File: src/hw/rtl/pba_pkg.sv
// ----------------------------------------------------------------------------
// pba_pkg: shared types and constants for the background accumulator
// Action, method and register codes, sizes and the sequencer state type.
// ----------------------------------------------------------------------------
package pba_pkg;

   localparam int unsigned MAX_PIXELS_DEF      = 1024;
   localparam int unsigned BIN_COUNT_WIDTH_DEF = 16;
   localparam int unsigned SUM_WIDTH_DEF       = 32;

   localparam int unsigned NUM_CH       = 3;
   localparam int unsigned BIN_W        = 8;
   localparam int unsigned SAMPLE_W     = 8;
   localparam int unsigned PIX_IDX_W    = 10;
   localparam int unsigned FRAME_PIX_W  = 11;
   localparam int unsigned FRAME_CNT_W  = 24;
   localparam int unsigned CSR_ADDR_W   = 2;
   localparam int unsigned CSR_DATA_W   = 11;
   localparam logic [SAMPLE_W-1:0] START_MIN = 8'd255;

   typedef enum logic [1:0] {
      ACT_ADD   = 2'd0,
      ACT_READ  = 2'd1,
      ACT_CLEAR = 2'd2
   } action_type;

   typedef enum logic [1:0] {
      METH_MEAN = 2'd0,
      METH_MODE = 2'd1,
      METH_MIN  = 2'd2,
      METH_MAX  = 2'd3
   } method_type;

   typedef enum logic [CSR_ADDR_W-1:0] {
      REG_METHOD      = 2'd0,
      REG_THREE_CH    = 2'd1,
      REG_FRAME_PIXELS = 2'd2
   } reg_index_type;

   typedef enum logic [3:0] {
      ST_INIT,
      ST_IDLE,
      ST_ADD_RD,
      ST_ADD_WR,
      ST_CLR_PIX,
      ST_CLR_HIST,
      ST_RD_RD,
      ST_RD_DATA,
      ST_RD_DIV,
      ST_MODE_SCAN,
      ST_MODE_LAST,
      ST_OUT
   } state_type;

endpackage

File: src/hw/rtl/pba_divider.sv
// ----------------------------------------------------------------------------
// pba_divider: bit-serial mean divider
// Restoring division, one quotient bit per cycle, then round half to even
// and clamp to 8 bits.
// ----------------------------------------------------------------------------
module pba_divider
   import pba_pkg::*;
#(
   parameter int unsigned SUM_WIDTH = SUM_WIDTH_DEF
) (
   input  logic                   clock,
   input  logic                   reset,
   input  logic                   start,
   input  logic [SUM_WIDTH-1:0]   dividend,
   input  logic [FRAME_CNT_W-1:0] divisor,
   output logic                   done,
   output logic [SAMPLE_W-1:0]    quotient
);

   localparam int unsigned CNT_W = $clog2(SUM_WIDTH + 1);

   logic                   busy_ff, busy_in;
   logic                   fin_ff, fin_in;
   logic [CNT_W-1:0]       cnt_ff, cnt_in;
   logic [SUM_WIDTH-1:0]   q_ff, q_in;
   logic [FRAME_CNT_W-1:0] rem_ff, rem_in;
   logic [FRAME_CNT_W-1:0] d_ff, d_in;
   logic [SAMPLE_W-1:0]    res_ff, res_in;
   logic [FRAME_CNT_W:0]   rem_sh;
   logic [FRAME_CNT_W:0]   twice;
   logic                   up;

   // one restoring step per cycle, rounding on the final cycle
   always_comb begin
      busy_in = busy_ff;
      fin_in  = 1'b0;
      cnt_in  = cnt_ff;
      q_in    = q_ff;
      rem_in  = rem_ff;
      d_in    = d_ff;
      res_in  = res_ff;
      rem_sh  = {rem_ff, q_ff[SUM_WIDTH-1]};
      twice   = {rem_ff, 1'b0};
      up      = (twice > {1'b0, d_ff}) || ((twice == {1'b0, d_ff}) && q_ff[0]);
      if (start) begin
         busy_in = 1'b1;
         cnt_in  = '0;
         q_in    = dividend;
         rem_in  = '0;
         d_in    = divisor;
      end else if (busy_ff) begin
         if (cnt_ff == CNT_W'(SUM_WIDTH)) begin
            busy_in = 1'b0;
            fin_in  = 1'b1;
            if ((|(q_ff >> SAMPLE_W)) || (q_ff[SAMPLE_W-1:0] == START_MIN)) begin
               res_in = START_MIN;
            end else begin
               res_in = q_ff[SAMPLE_W-1:0] + SAMPLE_W'(up);
            end
         end else begin
            cnt_in = cnt_ff + 1'b1;
            if (rem_sh >= {1'b0, d_ff}) begin
               rem_in = FRAME_CNT_W'(rem_sh - {1'b0, d_ff});
               q_in   = {q_ff[SUM_WIDTH-2:0], 1'b1};
            end else begin
               rem_in = rem_sh[FRAME_CNT_W-1:0];
               q_in   = {q_ff[SUM_WIDTH-2:0], 1'b0};
            end
         end
      end
   end

   always_ff @(posedge clock) begin
      if (reset) begin
         busy_ff <= 1'b0;
         fin_ff  <= 1'b0;
      end else begin
         busy_ff <= busy_in;
         fin_ff  <= fin_in;
      end
      cnt_ff <= cnt_in;
      q_ff   <= q_in;
      rem_ff <= rem_in;
      d_ff   <= d_in;
      res_ff <= res_in;
   end

   assign done     = fin_ff;
   assign quotient = res_ff;

endmodule

File: config.mk
export PLATFORM = sky130hd
export DESIGN_NAME = pba_divider
export DESIGN_NICKNAME = d
export VERILOG_FILES = /design/src/hw/rtl/pba_pkg.sv /design/src/hw/rtl/pba_divider.sv
export SDC_FILE = /design/constraint.sdc
export NUM_CORES = 1
export LEC_CHECK = 0
export ABC_AREA = 1
export BUFFER_PORTS_ARGS = -buffer_cell sky130_fd_sc_hd__buf_2
export CORE_MARGIN = 4
export CORE_UTILIZATION = 45
export DETAILED_ROUTE_END_ITERATION = 7
export GPL_ROUTABILITY_DRIVEN = 0
export SYNTH_ARGS = -nofsm -noshare
export SYNTH_HDL_FRONTEND = slang
export SYNTH_SLANG_ARGS = --single-unit
File: constraint.sdc
create_clock -name clock -period 3.08 [get_ports clock]
set_input_delay 0.308 -clock clock [delete_from_list [all_inputs] [get_ports clock]]
set_output_delay 0.308 -clock clock [all_outputs]
set_load 0.03 [all_outputs]
* After elaboration in Yosys (flattened, before gate mapping)
Index checks and enable logic that the tools add are counted.
** Cells by class
- $add $sub $neg :: 3
- $lt $le $gt $ge :: 2
- Equality and inequality tests :: 4
- Muxes and demuxes :: 9
- Bitwise operators :: 3
- Reduce and logical (&&, ||, !) cells :: 9
** Operators with widths (count)
- 32-bit two-way mux :: 3
- 25-bit by 24-bit == test with 1-bit output :: 1
- 25-bit by 24-bit greater-or-equal comparator with 1-bit output :: 1
- 25-bit by 24-bit > comparator with 1-bit output :: 1
- 24-bit two-way mux :: 1
- 24-bit OR reduction :: 1
- 24-bit subtractor :: 1
- 8-bit by 1-bit adder with 8-bit output :: 1
- 8-bit == test, second input constant :: 1
- 6-bit by 1-bit adder with 6-bit output, second input constant :: 1
- 6-bit == test, second input constant :: 1
- 1-bit two-way mux :: 5
- 2-bit AND reduction :: 2
- 1-bit inverter :: 3
- 3-bit AND reduction :: 1
- 3-bit OR reduction :: 1
- 1-bit logical OR :: 2
- 2-bit inequality test, second input constant :: 1
- 2-bit nonzero test :: 1
- 1-bit logical AND :: 1
** Storage, ports and cells
- Bits in registers :: 96
- Bits of input ports :: 59

* Longest topological paths before layout
- Depth in word-level cells :: 5
- Gate-level depth with buffers :: 18
- Gate-level depth less buffers :: 17

* Worst setup path before layout
No wires, ideal clock.
- Path kind :: reg2reg
- From :: register d_ff[20]
- To :: register res_ff[6], in the netlist quotient[6], data pin
- Setup time :: 270 ps
- Arrival :: 2368 ps
- Slack :: 442 ps
- Stages on the path, launching flop included :: 17
- Clock period less this slack :: 2638 ps
- Path through :: edfxtp_1 > inv_1 > ha_1 > nand2_2 > nor2_4 > inv_2 > nor2_1 > a21oi_4 > buf_2 > a21oi_1 > ha_1 > ha_1 > nand2_1 > nor2_1 > nand3_1 > xor2_1 > nand2_1
** Between the ends
- Longest elaborated chain between the ends :: 4
- Elaborated cells between the ends (all ways) :: 5
- Classes of those cells :: add/sub (1); order compare (1); eq/ne (1); reduce/logical (2)
** Ends and longest elaborated chain
- from (decl) :: line pba_divider.sv:27 : logic [FRAME_CNT_W-1:0] d_ff, d_in;
- from (signal assigned) :: line pba_divider.sv:84 : d_ff <= d_in;
- branches (longest 2 deep; another with 25-bit by 24-bit > comparator with 1-bit output)
- 1-bit logical OR * :: line pba_divider.sv:44 : up = (twice > {1'b0, d_ff}) || ((twice == {1'b0, d_ff}) && q_ff[0]);
- 8-bit by 1-bit adder with 8-bit output * :: line pba_divider.sv:58 : res_in = q_ff[SAMPLE_W-1:0] + SAMPLE_W'(up);
- to (signal assigned) :: line pba_divider.sv:85 : res_ff <= res_in;
- to (decl) :: line pba_divider.sv:28 : logic [SAMPLE_W-1:0] res_ff, res_in;
Every way passes the cells marked *.
A chain may end at the register's enable or synchronous reset.

* Worst setup path after layout
- From :: register d_ff[11]
- To :: register res_ff[6], in the netlist quotient[6], data pin
The elaborated chain is that of the path after synthesis.

==> reports/metrics.yaml <==
timing:
  worstMarginPinSlew_ns: 0.582
  fin_crit_sh_pct: 91.3
  setup_viol: 0
  drv_slew: 0
  finalSetupTns_ns: 0
  final.min_clock_period_ns: 2.81
  slew_headroom_pct: 60.9
  finClkSkew_ns: 0.00926
  rsz0062_at_grt: "false"
  finalHoldViolCount: 0
  setup_slack_ns: 0.267
  max_freq_ghz: 0.356
logic_synthesis:
  yosysSeqAreaShare_pct: 42.2
  ys_seq_elements: 96
  synth_edf_count: 64
  post-synth-top-count-cell: "nand2_1"
  synth.avg_cell_area_um2: 7.19
  synth_flop_cell: "edfxtp_1"
  synth_warnings: 0
  yosysUniqueCellTypes: 35
  synth_common_cells: "nand2_1, inv_1, edfxtp_1, nand3_1, nand4_1"
  synth_top_area_cell: "edfxtp_1"
  syn_area_mm2: 0.00607
  async_flop_share_pct: 0
  synthTopCellsByArea: "edfxtp_1, nand2_1, dfxtp_1"
  synth_fp_nets: 932
  synthCells: 844
  netlist.area_leader.share_pct: 31.7
status:
  status: "finished, final reports clean"
floorplanning:
  start_util_pct: 45.8
  die_w_um: 124
  dieArea_mm2: 0.0154
  die_y_um: 124
  core_mm2: 0.0132
  io_pins: 68
  rows: 42
routing:
  avgViaCountPerCell: 4.90
  drt_iter0_drc: 376
  ant_nets: 0
  dr_total_vias: 5350
  post-route-drc-count: 0
  wirelength_mm: 14.7
  drtPass1Iterations: 5
  wl_per_cell_um: 13.5
clock_tree:
  cts-root-buf: "clkbuf_16"
  clock_path_buffers: 2
  cts.reportedPaths.clkPinSlew_ns: 0.07
  post_cts_buffers: 0
  cts_buffers: 9
  cts_sinks: 96
  htree_levels: 3
  insertion_delay_ns: 0.35
  cts_tree: "yes"
  hold_buffers: 0
hold_path:
  whs_endpoint: "busy_ff"
  worstHoldStart: "reset"
  hold-path-cell-count: 2
  min_path_type: "in2reg"
setup_path:
  ff2ff_path_depth: 15
  crit_start: "d_ff[11]"
  rr_endpoint: "quotient[6]"
  cp.required_ns: 3.17
  r2r_start: "d_ff[11]"
  r2r_slack_ns: 0.27
  worstSetupPathType: "reg2reg"
  cp_max_fo: 5
  end_kind: "flop"
  arrival_ns: 2.90
  startpoint_type: "flop"
power:
  peakVddDrop_mv: 0.294
  leakage_nw: 3.52
  power_density_mw_per_mm2: 421
job:
  max-cap-violations: 0
final_layout:
  final_nets: 998
  num_antenna_cells: 0
  syn_to_final_growth_pct: 13.4
  drive_above_1_share_pct: 12.8
global_routing:
  grt_max_degree: 48
  antenna_found_initial: 0
  grt_pass1_vias: 5189
  grt_pass1_wl_mm: 25.0
  overflow: 0
  grt_usage_pct: 20.7
place:
  portBuffers: 67
  place_ws_ns: 0.234
  dp_hpwl_mm: 10.8
cell usage in the layout, fill, tap and decap left out, types with 2 or more instances in the layout:
master,synthesis,layout
nand3_1,53,53
nand3_4,2,2
buf_4,0,10
nor2_2,5,6
a21oi_1,14,14
nand2_1,347,347
nand2_2,2,2
xor2_1,5,5
o21ai_0,11,11
nor3_1,4,4
clkbuf_16,0,9
clkinv_1,3,3
inv_2,6,6
ha_1,28,26
xnor2_1,8,8
edfxtp_1,64,64
nand4_1,34,34
nor2_4,1,2
and3_1,2,2
clkbuf_1,6,2
nor4_1,8,7
nor2_1,32,30
inv_1,145,145
nand3b_1,6,6
buf_2,12,67
nor3_2,2,2
ha_2,0,2
clkinvlp_4,0,2
dfxtp_1,32,32
power by group:
| group | internal (W) | total, W | switching, W |
|---|---|---|---|
| clock network | 0.000572 | 0.00106 | 0.000490 |
| logic | 0.000121 | 0.000330 | 0.000210 |
| registers | 0.00146 | 0.00151 | 0.0000434 |
state kept, by name, summed over array words and instances, names as in the netlist:
signal / flops
done: 1
cnt_ff: 6
rem_ff: 24
q_ff: 32
quotient: 8
d_ff: 24
busy_ff: 1
layer usage:
metal / vias to the layer above / wire length [um] / global-route usage, %
li1: 2793 / - / -
met5: - / 0 / 0
met2: 100 / 6420 / 31.5
met4: 0 / 281 / 6.71
met1: 2438 / 7370 / 29.7
met3: 19 / 627 / 3.68
metrics by stage:
step / total power (W) / util [%] / instances / hold slack [ns] / area, um^2
3_3_place_gp: 0.00186 / 49.8 / 1075 / 0.457 / 6590
3_5_place_dp: 0.00186 / 49.8 / 1075 / 0.465 / 6590
5_1_grt: 0.00305 / 52.0 / 1091 / 0.116 / 6890
6_report: 0.00290 / 52.0 / 1091 / 0.128 / 6890
2_1_floorplan: 0.00174 / - / 844 / 0.380 / 6070
4_1_cts: 0.00293 / 51.8 / 1091 / 0.114 / 6860
critical path: stages, from the launching register on:
cell      delay (ns)
edfxtp_1        0.33
inv_1           0.04
ha_1            0.34
nand2_1         0.13
nor2_2          0.18
nand2_1         0.11
nor3_2          0.17
nand2_1         0.08
a21oi_1         0.22
ha_1            0.24
ha_1            0.18
nand2_1         0.07
nor2_1          0.16
nand3_1         0.11
xor2_1          0.14
nand2_1         0.06
how the worst max path moves through the flow:
stage                  endpoint
floorplan           quotient[6]
global placement    quotient[6]
detailed placement  quotient[6]
CTS                 quotient[6]
global route        quotient[6]
finish              quotient[6]
cell type report:
cell class                 count  area (um^2)
tap                          176          220
clock inverter                 4         28.8
inverter                     154          578
sequential                    96         2560
timing repair buffer          77          410
multi-input combinational    572         2840
fill                        1375         6360
clock buffer                  12          246
cell families (layout without fill, tap and decap cells):
family | Yosys count | count (layout) | synth area share (%)
xor+xnor | 13 | 13 | 1.88
fa+ha+maj | 29 | 29 | 6.10
flops | 96 | 96 | 42.2
compound gates | 29 | 29 | 2.72
buf+inv | 176 | 247 | 11.4
simple gates | 501 | 501 | 35.7
what timing repair did:
| action | CTS | global route |
|---|---|---|
| hold endpoints to repair | 0 | 0 |
| resized for setup | 0 | 6 |
| setup endpoints to repair | 0 | 1 |
Note: power is estimated with default switching activity, not from simulation.
